[src/design/ufe_pkg.sv]
// Shared types, constants and helpers for the form URL-encoder.
package ufe_pkg;

  // Request opcodes on the input channel.
  typedef enum logic [1:0] {
    OP_START = 2'd0,
    OP_DATA  = 2'd1,
    OP_SEP   = 2'd2,
    OP_END   = 2'd3
  } opcode_t;

  // Characters that the encoder emits on its own, and the space that it replaces.
  localparam logic [7:0] CHAR_AMP     = 8'h26;
  localparam logic [7:0] CHAR_PLUS    = 8'h2B;
  localparam logic [7:0] CHAR_PERCENT = 8'h25;
  localparam logic [7:0] CHAR_SPACE   = 8'h20;
  localparam logic [7:0] CHAR_NUL     = 8'h00;

  // Reset value of the buffer length register.
  localparam logic [15:0] BUF_LEN_RESET = 16'd1024;

  // Default depth of the queue between front and back.
  localparam int unsigned UFE_QUEUE_DEPTH = 4;

  // One queued job: either a single output byte or a byte to be escaped.
  typedef struct packed {
    logic       escaped;
    logic [7:0] byte_val;
    logic       term;
    logic       err;
  } ufe_job_t;

endpackage

[src/design/ufe_in_if.sv]
// Input channel: opcode and raw byte with a valid/ready handshake.
interface ufe_in_if;
  logic       valid;
  logic       ready;
  logic [1:0] opcode;
  logic [7:0] data_byte;

  modport source (output valid, output opcode, output data_byte, input ready);
  modport sink   (input valid, input opcode, input data_byte, output ready);
endinterface

[src/design/ufe_out_if.sv]
// Result channel: one encoded byte and its flags with a valid/ready handshake.
interface ufe_out_if;
  logic       valid;
  logic       ready;
  logic [7:0] out_byte;
  logic       last_of_run;
  logic       terminator;
  logic       overflow_error;

  modport source (output valid, output out_byte, output last_of_run,
                  output terminator, output overflow_error, input ready);
  modport sink   (input valid, input out_byte, input last_of_run,
                  input terminator, input overflow_error, output ready);
endinterface

[src/design/ufe_cfg_if.sv]
// Configuration channel: write data for the buffer length register.
interface ufe_cfg_if;
  logic        valid;
  logic        ready;
  logic [15:0] buffer_length;

  modport source (output valid, output buffer_length, input ready);
  modport sink   (input valid, input buffer_length, output ready);
endinterface

[src/design/url_form_encoder.sv]
// Top level of the form URL-encoder: front end, job queue and back end.
//
//   Channel    Direction  Carries
//   in_chan    sink       opcode, data_byte
//   out_chan   source     out_byte, last_of_run, terminator, overflow_error
//   cfg_chan   sink       buffer_length
//
// The front end takes one request per cycle while the queue has room; a request
// that yields output is queued in the same cycle it is accepted.
// The back end sends one byte per cycle while the receiver is ready: the byte itself
// for a single-byte result, a percent sign and two hex digits for an escaped byte.
// Each result is written into the queue and then loaded into the back end's output
// register, from which it is offered on the result channel.
// Reset is synchronous and active low; it clears the count, the error and the
// queue and restores a buffer length of 1024. The two sides stall on their own.
module url_form_encoder #(
  parameter int unsigned QUEUE_DEPTH = ufe_pkg::UFE_QUEUE_DEPTH
) (
  input  logic      clk,
  input  logic      rst_n,
  ufe_in_if.sink    in_chan,
  ufe_out_if.source out_chan,
  ufe_cfg_if.sink   cfg_chan
);
  import ufe_pkg::*;

  logic     q_push, q_full, q_pop, q_not_empty;
  ufe_job_t q_job, q_head;

  ufe_front u_front (
    .clk     (clk),
    .rst_n   (rst_n),
    .in_chan (in_chan),
    .cfg_chan(cfg_chan),
    .q_full  (q_full),
    .q_push  (q_push),
    .q_job   (q_job)
  );

  ufe_queue #(
    .DEPTH(QUEUE_DEPTH)
  ) u_queue (
    .clk      (clk),
    .rst_n    (rst_n),
    .push     (q_push),
    .push_job (q_job),
    .full     (q_full),
    .pop      (q_pop),
    .head_job (q_head),
    .not_empty(q_not_empty)
  );

  ufe_back u_back (
    .clk      (clk),
    .rst_n    (rst_n),
    .head_job (q_head),
    .not_empty(q_not_empty),
    .pop      (q_pop),
    .out_chan (out_chan)
  );

endmodule

[src/design/ufe_front.sv]
// Front end: accepts requests, classifies bytes, checks room and queues jobs.
module ufe_front (
  input  logic              clk,
  input  logic              rst_n,
  ufe_in_if.sink            in_chan,
  ufe_cfg_if.sink           cfg_chan,
  input  logic              q_full,
  output logic              q_push,
  output ufe_pkg::ufe_job_t q_job
);
  import ufe_pkg::*;

  logic [15:0] buf_len_r;
  logic [15:0] count_r, count_nxt;
  logic        err_r, err_nxt;

  opcode_t     op;
  logic [7:0]  b;
  logic        plain;
  logic        is_space;
  logic        need3;
  logic [17:0] room_sum;
  logic        fits;
  logic        produce;
  logic        accept;

  // Pass-through class: digits, letters and the marks _ - . * =.
  always_comb begin
    plain = ((b >= 8'h30) && (b <= 8'h39)) ||
            ((b >= 8'h61) && (b <= 8'h7A)) ||
            ((b >= 8'h41) && (b <= 8'h5A)) ||
            (b == 8'h5F) || (b == 8'h2D) || (b == 8'h2E) ||
            (b == 8'h2A) || (b == 8'h3D);
  end

  assign op       = opcode_t'(in_chan.opcode);
  assign b        = in_chan.data_byte;
  assign is_space = (b == CHAR_SPACE);
  assign need3    = (op == OP_DATA) && !plain && !is_space;

  // Room check: count plus bytes needed plus terminator must stay below the length.
  assign room_sum = {2'b00, count_r} + (need3 ? 18'd3 : 18'd1) + 18'd1;
  assign fits     = room_sum < {2'b00, buf_len_r};

  assign in_chan.ready  = !q_full;
  assign cfg_chan.ready = 1'b1;
  assign accept         = in_chan.valid && in_chan.ready;

  // Decide what the request produces and how the stream state moves.
  always_comb begin
    count_nxt        = count_r;
    err_nxt          = err_r;
    produce          = 1'b0;
    q_job.escaped    = 1'b0;
    q_job.byte_val   = CHAR_NUL;
    q_job.term       = 1'b0;
    q_job.err        = 1'b0;
    unique case (op)
      OP_START: begin
        count_nxt = '0;
        err_nxt   = 1'b0;
      end
      OP_END: begin
        produce    = 1'b1;
        q_job.term = 1'b1;
        q_job.err  = err_r;
      end
      OP_SEP, OP_DATA: begin
        if (!err_r) begin
          if (!fits) begin
            err_nxt = 1'b1;
          end else begin
            produce   = 1'b1;
            count_nxt = count_r + (need3 ? 16'd3 : 16'd1);
            if (op == OP_SEP) begin
              q_job.byte_val = CHAR_AMP;
            end else if (plain) begin
              q_job.byte_val = b;
            end else if (is_space) begin
              q_job.byte_val = CHAR_PLUS;
            end else begin
              q_job.escaped  = 1'b1;
              q_job.byte_val = b;
            end
          end
        end
      end
      default: begin
        produce = 1'b0;
      end
    endcase
  end

  assign q_push = accept && produce;

  // Stream state and configuration register.
  always_ff @(posedge clk) begin
    if (!rst_n) begin
      buf_len_r <= BUF_LEN_RESET;
      count_r   <= '0;
      err_r     <= 1'b0;
    end else begin
      if (cfg_chan.valid && cfg_chan.ready) begin
        buf_len_r <= cfg_chan.buffer_length;
      end
      if (accept) begin
        count_r <= count_nxt;
        err_r   <= err_nxt;
      end
    end
  end

endmodule

[src/design/ufe_queue.sv]
// Small job queue between the front end and the back end.
module ufe_queue #(
  parameter int unsigned DEPTH = ufe_pkg::UFE_QUEUE_DEPTH
) (
  input  logic              clk,
  input  logic              rst_n,
  input  logic              push,
  input  ufe_pkg::ufe_job_t push_job,
  output logic              full,
  input  logic              pop,
  output ufe_pkg::ufe_job_t head_job,
  output logic              not_empty
);
  import ufe_pkg::*;

  localparam int unsigned PW = (DEPTH > 1) ? $clog2(DEPTH) : 1;
  localparam int unsigned CW = $clog2(DEPTH + 1);
  localparam logic [PW-1:0] LAST_PTR = PW'(DEPTH - 1);
  localparam logic [CW-1:0] FULL_CNT = CW'(DEPTH);

  ufe_job_t      slots_r [DEPTH];
  logic [PW-1:0] wr_ptr_r, rd_ptr_r;
  logic [CW-1:0] cnt_r;
  logic          do_push, do_pop;

  assign full      = (cnt_r == FULL_CNT);
  assign not_empty = (cnt_r != '0);
  assign head_job  = slots_r[rd_ptr_r];
  assign do_push   = push && !full;
  assign do_pop    = pop && not_empty;

  // Slot storage needs no reset.
  always_ff @(posedge clk) begin
    if (do_push) begin
      slots_r[wr_ptr_r] <= push_job;
    end
  end

  // Pointers and fill count.
  always_ff @(posedge clk) begin
    if (!rst_n) begin
      wr_ptr_r <= '0;
      rd_ptr_r <= '0;
      cnt_r    <= '0;
    end else begin
      if (do_push) begin
        wr_ptr_r <= (wr_ptr_r == LAST_PTR) ? '0 : wr_ptr_r + 1'b1;
      end
      if (do_pop) begin
        rd_ptr_r <= (rd_ptr_r == LAST_PTR) ? '0 : rd_ptr_r + 1'b1;
      end
      if (do_push && !do_pop) begin
        cnt_r <= cnt_r + 1'b1;
      end else if (do_pop && !do_push) begin
        cnt_r <= cnt_r - 1'b1;
      end
    end
  end

endmodule

[src/design/ufe_back.sv]
// Back end: expands queued jobs into output bytes through an output register.
module ufe_back (
  input  logic              clk,
  input  logic              rst_n,
  input  ufe_pkg::ufe_job_t head_job,
  input  logic              not_empty,
  output logic              pop,
  ufe_out_if.source         out_chan
);
  import ufe_pkg::*;

  // Lowercase hex digit for a nibble.
  function automatic logic [7:0] hex_lower(input logic [3:0] nib);
    logic [7:0] ch;
    if (nib < 4'd10) begin
      ch = 8'h30 + {4'h0, nib};
    end else begin
      ch = 8'h57 + {4'h0, nib};
    end
    return ch;
  endfunction

  logic [1:0] phase_r, phase_nxt;
  logic       valid_r, valid_nxt;
  logic [7:0] byte_r, byte_nxt;
  logic       last_r, last_nxt;
  logic       term_r, term_nxt;
  logic       err_r, err_nxt;
  logic       load;

  assign load = !valid_r || out_chan.ready;

  // Pick the next byte of the head job.
  always_comb begin
    phase_nxt = phase_r;
    valid_nxt = valid_r;
    byte_nxt  = byte_r;
    last_nxt  = last_r;
    term_nxt  = term_r;
    err_nxt   = err_r;
    pop       = 1'b0;
    if (load) begin
      valid_nxt = not_empty;
      if (not_empty) begin
        term_nxt = head_job.term;
        err_nxt  = head_job.err;
        if (!head_job.escaped) begin
          byte_nxt = head_job.byte_val;
          last_nxt = 1'b1;
          pop      = 1'b1;
        end else begin
          unique case (phase_r)
            2'd0: begin
              byte_nxt  = CHAR_PERCENT;
              last_nxt  = 1'b0;
              phase_nxt = 2'd1;
            end
            2'd1: begin
              byte_nxt  = hex_lower(head_job.byte_val[7:4]);
              last_nxt  = 1'b0;
              phase_nxt = 2'd2;
            end
            default: begin
              byte_nxt  = hex_lower(head_job.byte_val[3:0]);
              last_nxt  = 1'b1;
              phase_nxt = 2'd0;
              pop       = 1'b1;
            end
          endcase
        end
      end
    end
  end

  // Control state resets; the payload register does not.
  always_ff @(posedge clk) begin
    if (!rst_n) begin
      phase_r <= 2'd0;
      valid_r <= 1'b0;
    end else begin
      phase_r <= phase_nxt;
      valid_r <= valid_nxt;
    end
  end

  always_ff @(posedge clk) begin
    byte_r <= byte_nxt;
    last_r <= last_nxt;
    term_r <= term_nxt;
    err_r  <= err_nxt;
  end

  assign out_chan.valid          = valid_r;
  assign out_chan.out_byte       = byte_r;
  assign out_chan.last_of_run    = last_r;
  assign out_chan.terminator     = term_r;
  assign out_chan.overflow_error = err_r;

endmodule

[src/flat_wrapper.sv]
// flat-port wrapper written by rule: the top's interface ports become plain ports
module url_form_encoder_flat import ufe_pkg::*;
#(
  parameter int unsigned QUEUE_DEPTH = ufe_pkg::UFE_QUEUE_DEPTH
)
  (clk, rst_n, in_chan_valid, in_chan_opcode, in_chan_data_byte, in_chan_ready, out_chan_valid, out_chan_out_byte, out_chan_last_of_run, out_chan_terminator, out_chan_overflow_error, out_chan_ready, cfg_chan_valid, cfg_chan_buffer_length, cfg_chan_ready);
  ufe_in_if in_chan_i ();
  ufe_out_if out_chan_i ();
  ufe_cfg_if cfg_chan_i ();
  input  logic clk;
  input  logic rst_n;
  input wire logic [$bits(in_chan_i.valid)-1:0] in_chan_valid;
  input wire logic [$bits(in_chan_i.opcode)-1:0] in_chan_opcode;
  input wire logic [$bits(in_chan_i.data_byte)-1:0] in_chan_data_byte;
  output wire logic [$bits(in_chan_i.ready)-1:0] in_chan_ready;
  output wire logic [$bits(out_chan_i.valid)-1:0] out_chan_valid;
  output wire logic [$bits(out_chan_i.out_byte)-1:0] out_chan_out_byte;
  output wire logic [$bits(out_chan_i.last_of_run)-1:0] out_chan_last_of_run;
  output wire logic [$bits(out_chan_i.terminator)-1:0] out_chan_terminator;
  output wire logic [$bits(out_chan_i.overflow_error)-1:0] out_chan_overflow_error;
  input wire logic [$bits(out_chan_i.ready)-1:0] out_chan_ready;
  input wire logic [$bits(cfg_chan_i.valid)-1:0] cfg_chan_valid;
  input wire logic [$bits(cfg_chan_i.buffer_length)-1:0] cfg_chan_buffer_length;
  output wire logic [$bits(cfg_chan_i.ready)-1:0] cfg_chan_ready;
  assign in_chan_i.valid = in_chan_valid;
  assign in_chan_i.opcode = in_chan_opcode;
  assign in_chan_i.data_byte = in_chan_data_byte;
  assign in_chan_ready = in_chan_i.ready;
  assign out_chan_valid = out_chan_i.valid;
  assign out_chan_out_byte = out_chan_i.out_byte;
  assign out_chan_last_of_run = out_chan_i.last_of_run;
  assign out_chan_terminator = out_chan_i.terminator;
  assign out_chan_overflow_error = out_chan_i.overflow_error;
  assign out_chan_i.ready = out_chan_ready;
  assign cfg_chan_i.valid = cfg_chan_valid;
  assign cfg_chan_i.buffer_length = cfg_chan_buffer_length;
  assign cfg_chan_ready = cfg_chan_i.ready;
  url_form_encoder #(.QUEUE_DEPTH(QUEUE_DEPTH)) u_core (.clk(clk), .rst_n(rst_n), .in_chan(in_chan_i), .out_chan(out_chan_i), .cfg_chan(cfg_chan_i));
endmodule
[config.mk]
export PLATFORM = sky130hd
export DESIGN_NAME = url_form_encoder_flat
export DESIGN_NICKNAME = d
export VERILOG_FILES = /design/src/design/ufe_pkg.sv /design/src/design/ufe_in_if.sv /design/src/design/ufe_out_if.sv /design/src/design/ufe_cfg_if.sv /design/src/design/url_form_encoder.sv /design/src/design/ufe_front.sv /design/src/design/ufe_queue.sv /design/src/design/ufe_back.sv /design/src/flat_wrapper.sv
export SDC_FILE = /design/constraint.sdc
export NUM_CORES = 1
export LEC_CHECK = 0
export BUFFER_PORTS_ARGS = -buffer_cell sky130_fd_sc_hd__buf_2
export CAP_MARGIN = 20
export CORE_ASPECT_RATIO = 0.6
export CORE_MARGIN = 4
export CORE_UTILIZATION = 30
export DETAILED_ROUTE_END_ITERATION = 7
export GPL_TIMING_DRIVEN = 0
export PLACE_DENSITY_LB_ADDON = 0.05
export SLEW_MARGIN = 40
export SYNTH_ARGS = -nofsm -noshare
export SYNTH_HDL_FRONTEND = slang
export SYNTH_SLANG_ARGS = --single-unit
[constraint.sdc]
create_clock -name clk -period 15.6 [get_ports clk]
set_input_delay 3.12 -clock clk [delete_from_list [all_inputs] [get_ports clk]]
set_output_delay 3.12 -clock clk [all_outputs]
set_load 0.1 [all_outputs]
After elaboration in Yosys (flattened, before gate mapping)
Memories as Yosys holds them, arrays and structs flattened. A register that Yosys moved wholly into a read port is not among the register bits.
Cells that the tools add are included.
{"block": "op_classes", "addsub": 11, "n_mul": 0, "n_div": 0, "magnitude_cmp": 9, "n_eq_ne": 15, "shifts": 0, "n_mux": 38, "n_bitwise": 0, "n_reduce_logical": 36}
{"op": "2-to-1 mux 8 bit", "n": 6}
{"op": "== test 8 x 6 -> 1 bit (second input constant)", "n": 5}
{"op": "2-to-1 mux 16 bit", "n": 2}
{"op": "one-hot mux 16 bit (2 select lines)", "n": 1}
{"op": "2-to-1 mux 9 bit", "n": 3}
{"op": "adder 17 x 1 -> 18 bit (second input constant)", "n": 1}
{"op": "less-than comparator 18 x 16 -> 1 bit", "n": 1}
{"op": "adder 16 x 2 -> 17 bit", "n": 1}
{"op": "adder 16 x 2 -> 16 bit", "n": 1}
{"op": "adder 7 x 4 -> 8 bit (first input constant)", "n": 2}
{"op": "greater-or-equal comparator 8 x 7 -> 1 bit (second input constant)", "n": 2}
{"op": "<= comparator 8 x 7 -> 1 bit (second input constant)", "n": 2}
{"op": "one-hot mux 8 bit (2 select lines)", "n": 1}
{"op": "adder 6 x 4 -> 7 bit (first input constant)", "n": 2}
{"op": "2-to-1 mux 2 bit", "n": 7}
{"op": "2-to-1 mux 1 bit", "n": 13}
{"op": "logical AND 1 bit", "n": 11}
{"op": "== test 2 bit (second input constant)", "n": 4}
{"op": "== test 8 x 7 -> 1 bit (second input constant)", "n": 1}
{"op": "greater-or-equal comparator 8 x 6 -> 1 bit (second input constant)", "n": 1}
{"op": "<= comparator 8 x 6 -> 1 bit (second input constant)", "n": 1}
{"op": "logical OR 1 bit", "n": 8}
{"op": "less-than comparator 4 bit (second input constant)", "n": 2}
{"op": "logical NOT 1 bit", "n": 6}
{"op": "16 further kinds", "n": 25}
{"block": "word_totals", "ff_bits": 54, "latch_bits": 0, "ramBits": 44, "rom_bits": 0, "in_bits": 31, "output_inout_bits": 14, "word_cells": 122, "n_memories": 1}
{"memory": "u_core.u_queue.slots_r", "depth": 4, "word_bits": 11, "read_ports": 1, "rd_clocked_by_memory_dff": 1, "write_ports": 1, "line_no": "ufe_queue.sv:21", "source": "ufe_job_t slots_r [DEPTH];"}

Depth between registers and ports, before layout
{"block": "depth", "depth_word": 25, "mapped_depth": 22}

Cells and area by module
A second synthesis with hierarchy kept.
{"block": "hier_totals", "cells_unflattened": 488, "area_unflattened_um2": 5265.0}
{"mod": "ufe_front", "n_inst": 1, "cells_per_inst": 298, "area_per_inst_um2": 2416.1}
{"mod": "ufe_queue", "n_inst": 1, "cells_per_inst": 108, "area_per_inst_um2": 2063.2}
{"mod": "ufe_back", "n_inst": 1, "cells_per_inst": 82, "area_per_inst_um2": 785.8}

Worst setup path before layout
OpenSTA, ideal clock, no wires.
{"block": "synth_timing", "path_type": "input -> register", "startpoint": "input port in_chan_data_byte[2]", "endpoint": "register u_core.u_queue.cnt_r[2]", "arrival_time_ns": 7.636, "setup_slack_ns": 7.888, "cell_stages": 22, "path_buffers": 0, "path_cell_list": "and4b_1 > o21ai_0 > nand3_1 > nand3_1 > o21ai_0 > or2_2 > ha_1 > nand3b_1 > nor2b_1 > xor2_1 > ha_1 > a21oi_1 > o21ai_0 > a211oi_1 > a211oi_1 > a2111oi_2 > ha_1 > inv_1 > fa_1 > xor2_1 > or3_1 > a21boi_0"}
{"block": "synth_between", "elab_chain_len": 24, "elab_cells_between_ends": 40, "classes_between": "add/sub: 2; order compare: 7; eq/ne: 6; mux: 5; reduce/logical: 20"}
{"element": "from (decl)", "line_no": "flat_wrapper.sv:14", "source": "input wire logic [$bits(in_chan_i.data_byte)-1:0] in_chan_data_byte;"}
{"element": "greater-or-equal comparator 8 x 6 -> 1 bit (tied with other cells)", "line_no": "ufe_front.sv:29", "source": "plain = ((b >= 8'h30) && (b <= 8'h39)) ||"}
{"element": "logical AND 1 bit (on tied branches)", "line_no": "ufe_front.sv:29, ufe_front.sv:30"}
{"element": "logical OR 1 bit", "line_no": "ufe_front.sv:29"}
{"element": "logical OR 1 bit", "line_no": "ufe_front.sv:30", "source": "((b >= 8'h61) && (b <= 8'h7A)) ||"}
{"element": "logical OR 1 bit", "line_no": "ufe_front.sv:31", "source": "((b >= 8'h41) && (b <= 8'h5A)) ||"}
{"element": "logical OR 1 bit (3 in a row)", "line_no": "ufe_front.sv:32", "source": "(b == 8'h5F) || (b == 8'h2D) || (b == 8'h2E) ||"}
{"element": "logical OR 1 bit", "line_no": "ufe_front.sv:33", "source": "(b == 8'h2A) || (b == 8'h3D);"}
{"element": "logical NOT 1 bit", "line_no": "ufe_front.sv:39", "source": "assign need3 = (op == OP_DATA) && !plain && !is_space;"}
{"element": "[... 7 more ...]"}
{"element": "2-to-1 mux 1 bit *", "line_no": "ufe_front.sv:69", "source": "if (!err_r) begin"}
{"element": "one-hot mux 1 bit (2 select lines) *", "line_no": "ufe_front.sv:58", "source": "unique case (op)"}
{"element": "logical AND 1 bit *", "line_no": "ufe_front.sv:94", "source": "assign q_push = accept && produce;"}
{"element": "logical AND 1 bit *", "line_no": "ufe_queue.sv:29", "source": "assign do_push = push && !full;"}
{"element": "named net u_core.u_queue.do_push", "line_no": "ufe_queue.sv:24", "source": "logic do_push, do_pop;"}
{"element": "logical NOT 1 bit", "line_no": "ufe_queue.sv:54", "source": "end else if (do_pop && !do_push) begin"}
{"element": "logical AND 1 bit", "line_no": "ufe_queue.sv:54"}
{"element": "nonzero test 2 bit (no source line)"}
{"element": "to (signal assigned)", "line_no": "ufe_queue.sv:53", "source": "cnt_r <= cnt_r + 1'b1;"}
{"element": "to (signal assigned)", "line_no": "ufe_queue.sv:55", "source": "cnt_r <= cnt_r - 1'b1;"}
{"element": "to (decl)", "line_no": "ufe_queue.sv:23", "source": "logic [CW-1:0] cnt_r;"}
The timed path passes the listed nets; every way through them passes the cells marked *.
A chain may end at the register's enable or synchronous reset.

Worst setup path after layout
Ends and elaborated chain as after synthesis.

==> flow_summary.json <==
{
  "cp_num_buf_inv": 2,
  "grtUsageTotal_pct": 12.9,
  "postSynthCellCount": 488,
  "fillers": 1754,
  "cts_tree": "built",
  "pre_cts_ws_ns": 6.75,
  "max-cap-violations": 0,
  "yosysTopAreaCell": "edfxtp_1",
  "seq_area_frac_synth_pct": 48.2,
  "vias": 3658,
  "grt_antenna_before_repair": 0,
  "worstSetupPathType": "in -> reg",
  "yosysWarnings": 0,
  "synthArstFlopShare_pct": 0,
  "max_freq_mhz": 117,
  "vdd_ir_drop_max_mv": 0.0709,
  "detail_route.first_pass.iterations": 4,
  "routed_wl_um": 12800,
  "cts_buffers": 9,
  "critPathArrivalTime_ns": 8.81,
  "fp.dieArea_mm2": 0.0199,
  "rsz0062_at_grt": "false",
  "hold-worst-slack_ns": 0.476,
  "grt-ovfl-total": 0,
  "hold_violations": 0,
  "viasPerCell": 4.69,
  "area_growth_pct": 15.9,
  "synth_cell_type_count": 52,
  "final_area_mm2": 0.00614,
  "wl_per_cell_um": 16.4,
  "slew_violations": 0,
  "cts.clk_slew.worst_paths_ns": 0.08,
  "cts_resized": 0,
  "cp_top_family": "compound AO/OA/AOI/OAI gates",
  "grt_pass1_vias": 3445,
  "gp_congestion": 0.789,
  "post_cts_buffers": 0,
  "postCtsHoldBufs": 0,
  "cts_sinks": 100,
  "status": "complete, no violations",
  "fin_nets": 605,
  "mappedNetlistArea_mm2": 0.00529,
  "die_h_um": 111,
  "cp_cell_sequence": "buf_2 > and4b_1 > o21ai_0 > nand3_1 > nand3_1 > o21ai_0 > or2_2 > ha_1 > nand3b_1 > nor2b_1 > xor2_1 > ha_1 > a21oi_1 > o21ai_0 > a211oi_1 > a211oi_1 > a2111oi_4 > ha_1 > inv_1 > fa_1 > xor2_1 > or3_1 > a21boi_0",
  "hold_class": "reg -> reg",
  "core_mm2": 0.0172,
  "start_util_pct": 30.7,
  "rows": 37,
  "syn_nets": 552,
  "insertion_delay_ns": 0.35,
  "maxSlewHeadroom_pct": 50.6,
  "final.setup.tns_ns": 0,
  "fin_crit_sh_pct": 54.7,
  "cp_max_fo": 7,
  "antenna_left": 0,
  "cp-start-kind": "input pin",
  "drc": 0,
  "final_cells": 780,
  "ys_ff_latch": 100,
  "yosys-top-cells-area": "edfxtp_1 (31%), dfxtp_1 (17%), ha_1 (7.3%)",
  "end_kind": "flop",
  "cts_buffer_depth": 2,
  "layout_commonest_cell": "edfxtp_1",
  "most-common-layout-cells": "edfxtp_1 (55), buf_2 (45), dfxtp_1 (45), nand2_1 (42), inv_1 (37)",
  "fp.dieW_um": 179,
  "cpPeakStageDelay_ns": 0.65,
  "p_leak_nw": 2.31,
  "port_buffers": 42,
  "fin_util_pct": 35.6,
  "grt_pass1_wl_um": 20100,
  "placed_cell_area_mm2": 0.00582,
  "fin_crit_ns": 8.54,
  "io_pins": 45,
  "synth_top_area_share_pct": 31.2,
  "antenna_cells": 0,
  "fin_ws_ns": 7.06,
  "syn_avg_cell_area_um2": 10.8,
  "htree_levels": 3,
  "skew_ns": 0.0123,
  "dp_hpwl_um": 9730,
  "dpl.cell_count": 764,
  "drt_iter0_markers": 274,
  "synth-main-ff-cell": "edfxtp_1",
  "total_power_uw": 906,
  "power_density_mw_per_mm2": 148,
  "clock-root-buffer": "clkbuf_16",
  "synth-edff-count": 55,
  "drive_above_1_share_pct": 15.2,
  "finalSetupViolCount": 0,
  "grt_max_degree": 20,
  "slowest_stage": "a2111oi_4",
  "worst_slew_pin_slew_ns": 0.742,
  "critPathRequiredTime_ns": 15.88
}
kinds of logic after synthesis:
kind of cell,count (synthesis),share of synthesized area [%]
xor+xnor,18,2.98
simple gates,162,16.2
other cells,1,0.0708
mux,38,9.78
buf+inv,55,4.61
compound gates,81,10.1
flops,100,48.2
fa+ha+maj,33,8.08
registers in the layout (all words and copies together), names as in the netlist, named ones only:
| signal | cells |
|---|---|
| u_core.u_back.out_chan.last_of_run | 1 |
| u_core.u_front.buf_len_r | 16 |
| u_core.u_back.out_chan.valid | 1 |
| u_core.u_back.out_chan.overflow_error | 1 |
| u_core.u_queue.wr_ptr_r | 2 |
| u_core.u_back.out_chan.terminator | 1 |
| u_core.u_queue.rd_ptr_r | 2 |
| u_core.u_front.err_r | 1 |
| u_core.u_queue.slots_r | 44 |
| u_core.u_back.phase_r | 2 |
| u_core.u_back.out_chan.out_byte | 8 |
| u_core.u_front.count_r | 16 |
| u_core.u_queue.cnt_r | 3 |
report_power, final:
group | internal, mW | switching (mW)
Clock | 0.129 | 0.109
Combinational | 0.0894 | 0.244
Sequential | 0.321 | 0.0138
layer usage:
metal / routed length (um) / part of all wire (%) / GRT usage [%] / vias to the layer above
met4: 96 / 0.75 / 2.44 / 0
met1: 7730 / 60 / 22.1 / 1721
met2: 4400 / 34 / 15.4 / 62
met3: 549 / 4.3 / 3.11 / 9
li1: - / - / - / 1866
met5: 0 / 0 / 0 / -
synthesized netlist by cell type, drive strengths merged, types with 9 or more instances:
cell type and instances:
a21oi 28, and2 9, clkbuf 10, dfxtp 45
edfxtp 55, ha 31, inv 37, mux2i 27
mux4 11, nand2 42, nand2b 11, nand3 11
nor2 21, nor2b 25, nor3 13, o21ai 12
xnor2 10
cell type report:
cell class | instances | area [um2] | share of cell area, %
well taps | 234 | 293 | 4.77
inverters | 37 | 139 | 2.26
clock buffers | 9 | 225 | 3.67
multi-input cells | 333 | 2520 | 41.1
repair buffers | 42 | 210 | 3.43
clock inverters | 7 | 92.6 | 1.51
flip-flops and latches | 100 | 2550 | 41.6
plain buffers | 18 | 105 | 1.71
worst paths after layout:
path,startpoint,depth (start not counted),to,slack [ns]
max,in_chan_data_byte[2],23,u_core.u_queue.cnt_r[2],7.06
min,u_core.u_front.err_r,2,u_core.u_front.err_r,0.48
max reg2reg,u_core.u_front.count_r[7],17,u_core.u_queue.cnt_r[2],10.47
min reg2reg,u_core.u_front.err_r,2,u_core.u_front.err_r,0.48
tightest hold or removal path, stage by stage, from the launching register on:
cell and delay [ns]:
dfxtp_1 0.31, inv_1 0.06, a21oi_1 0.06
(Power assumes the default switching activity.)
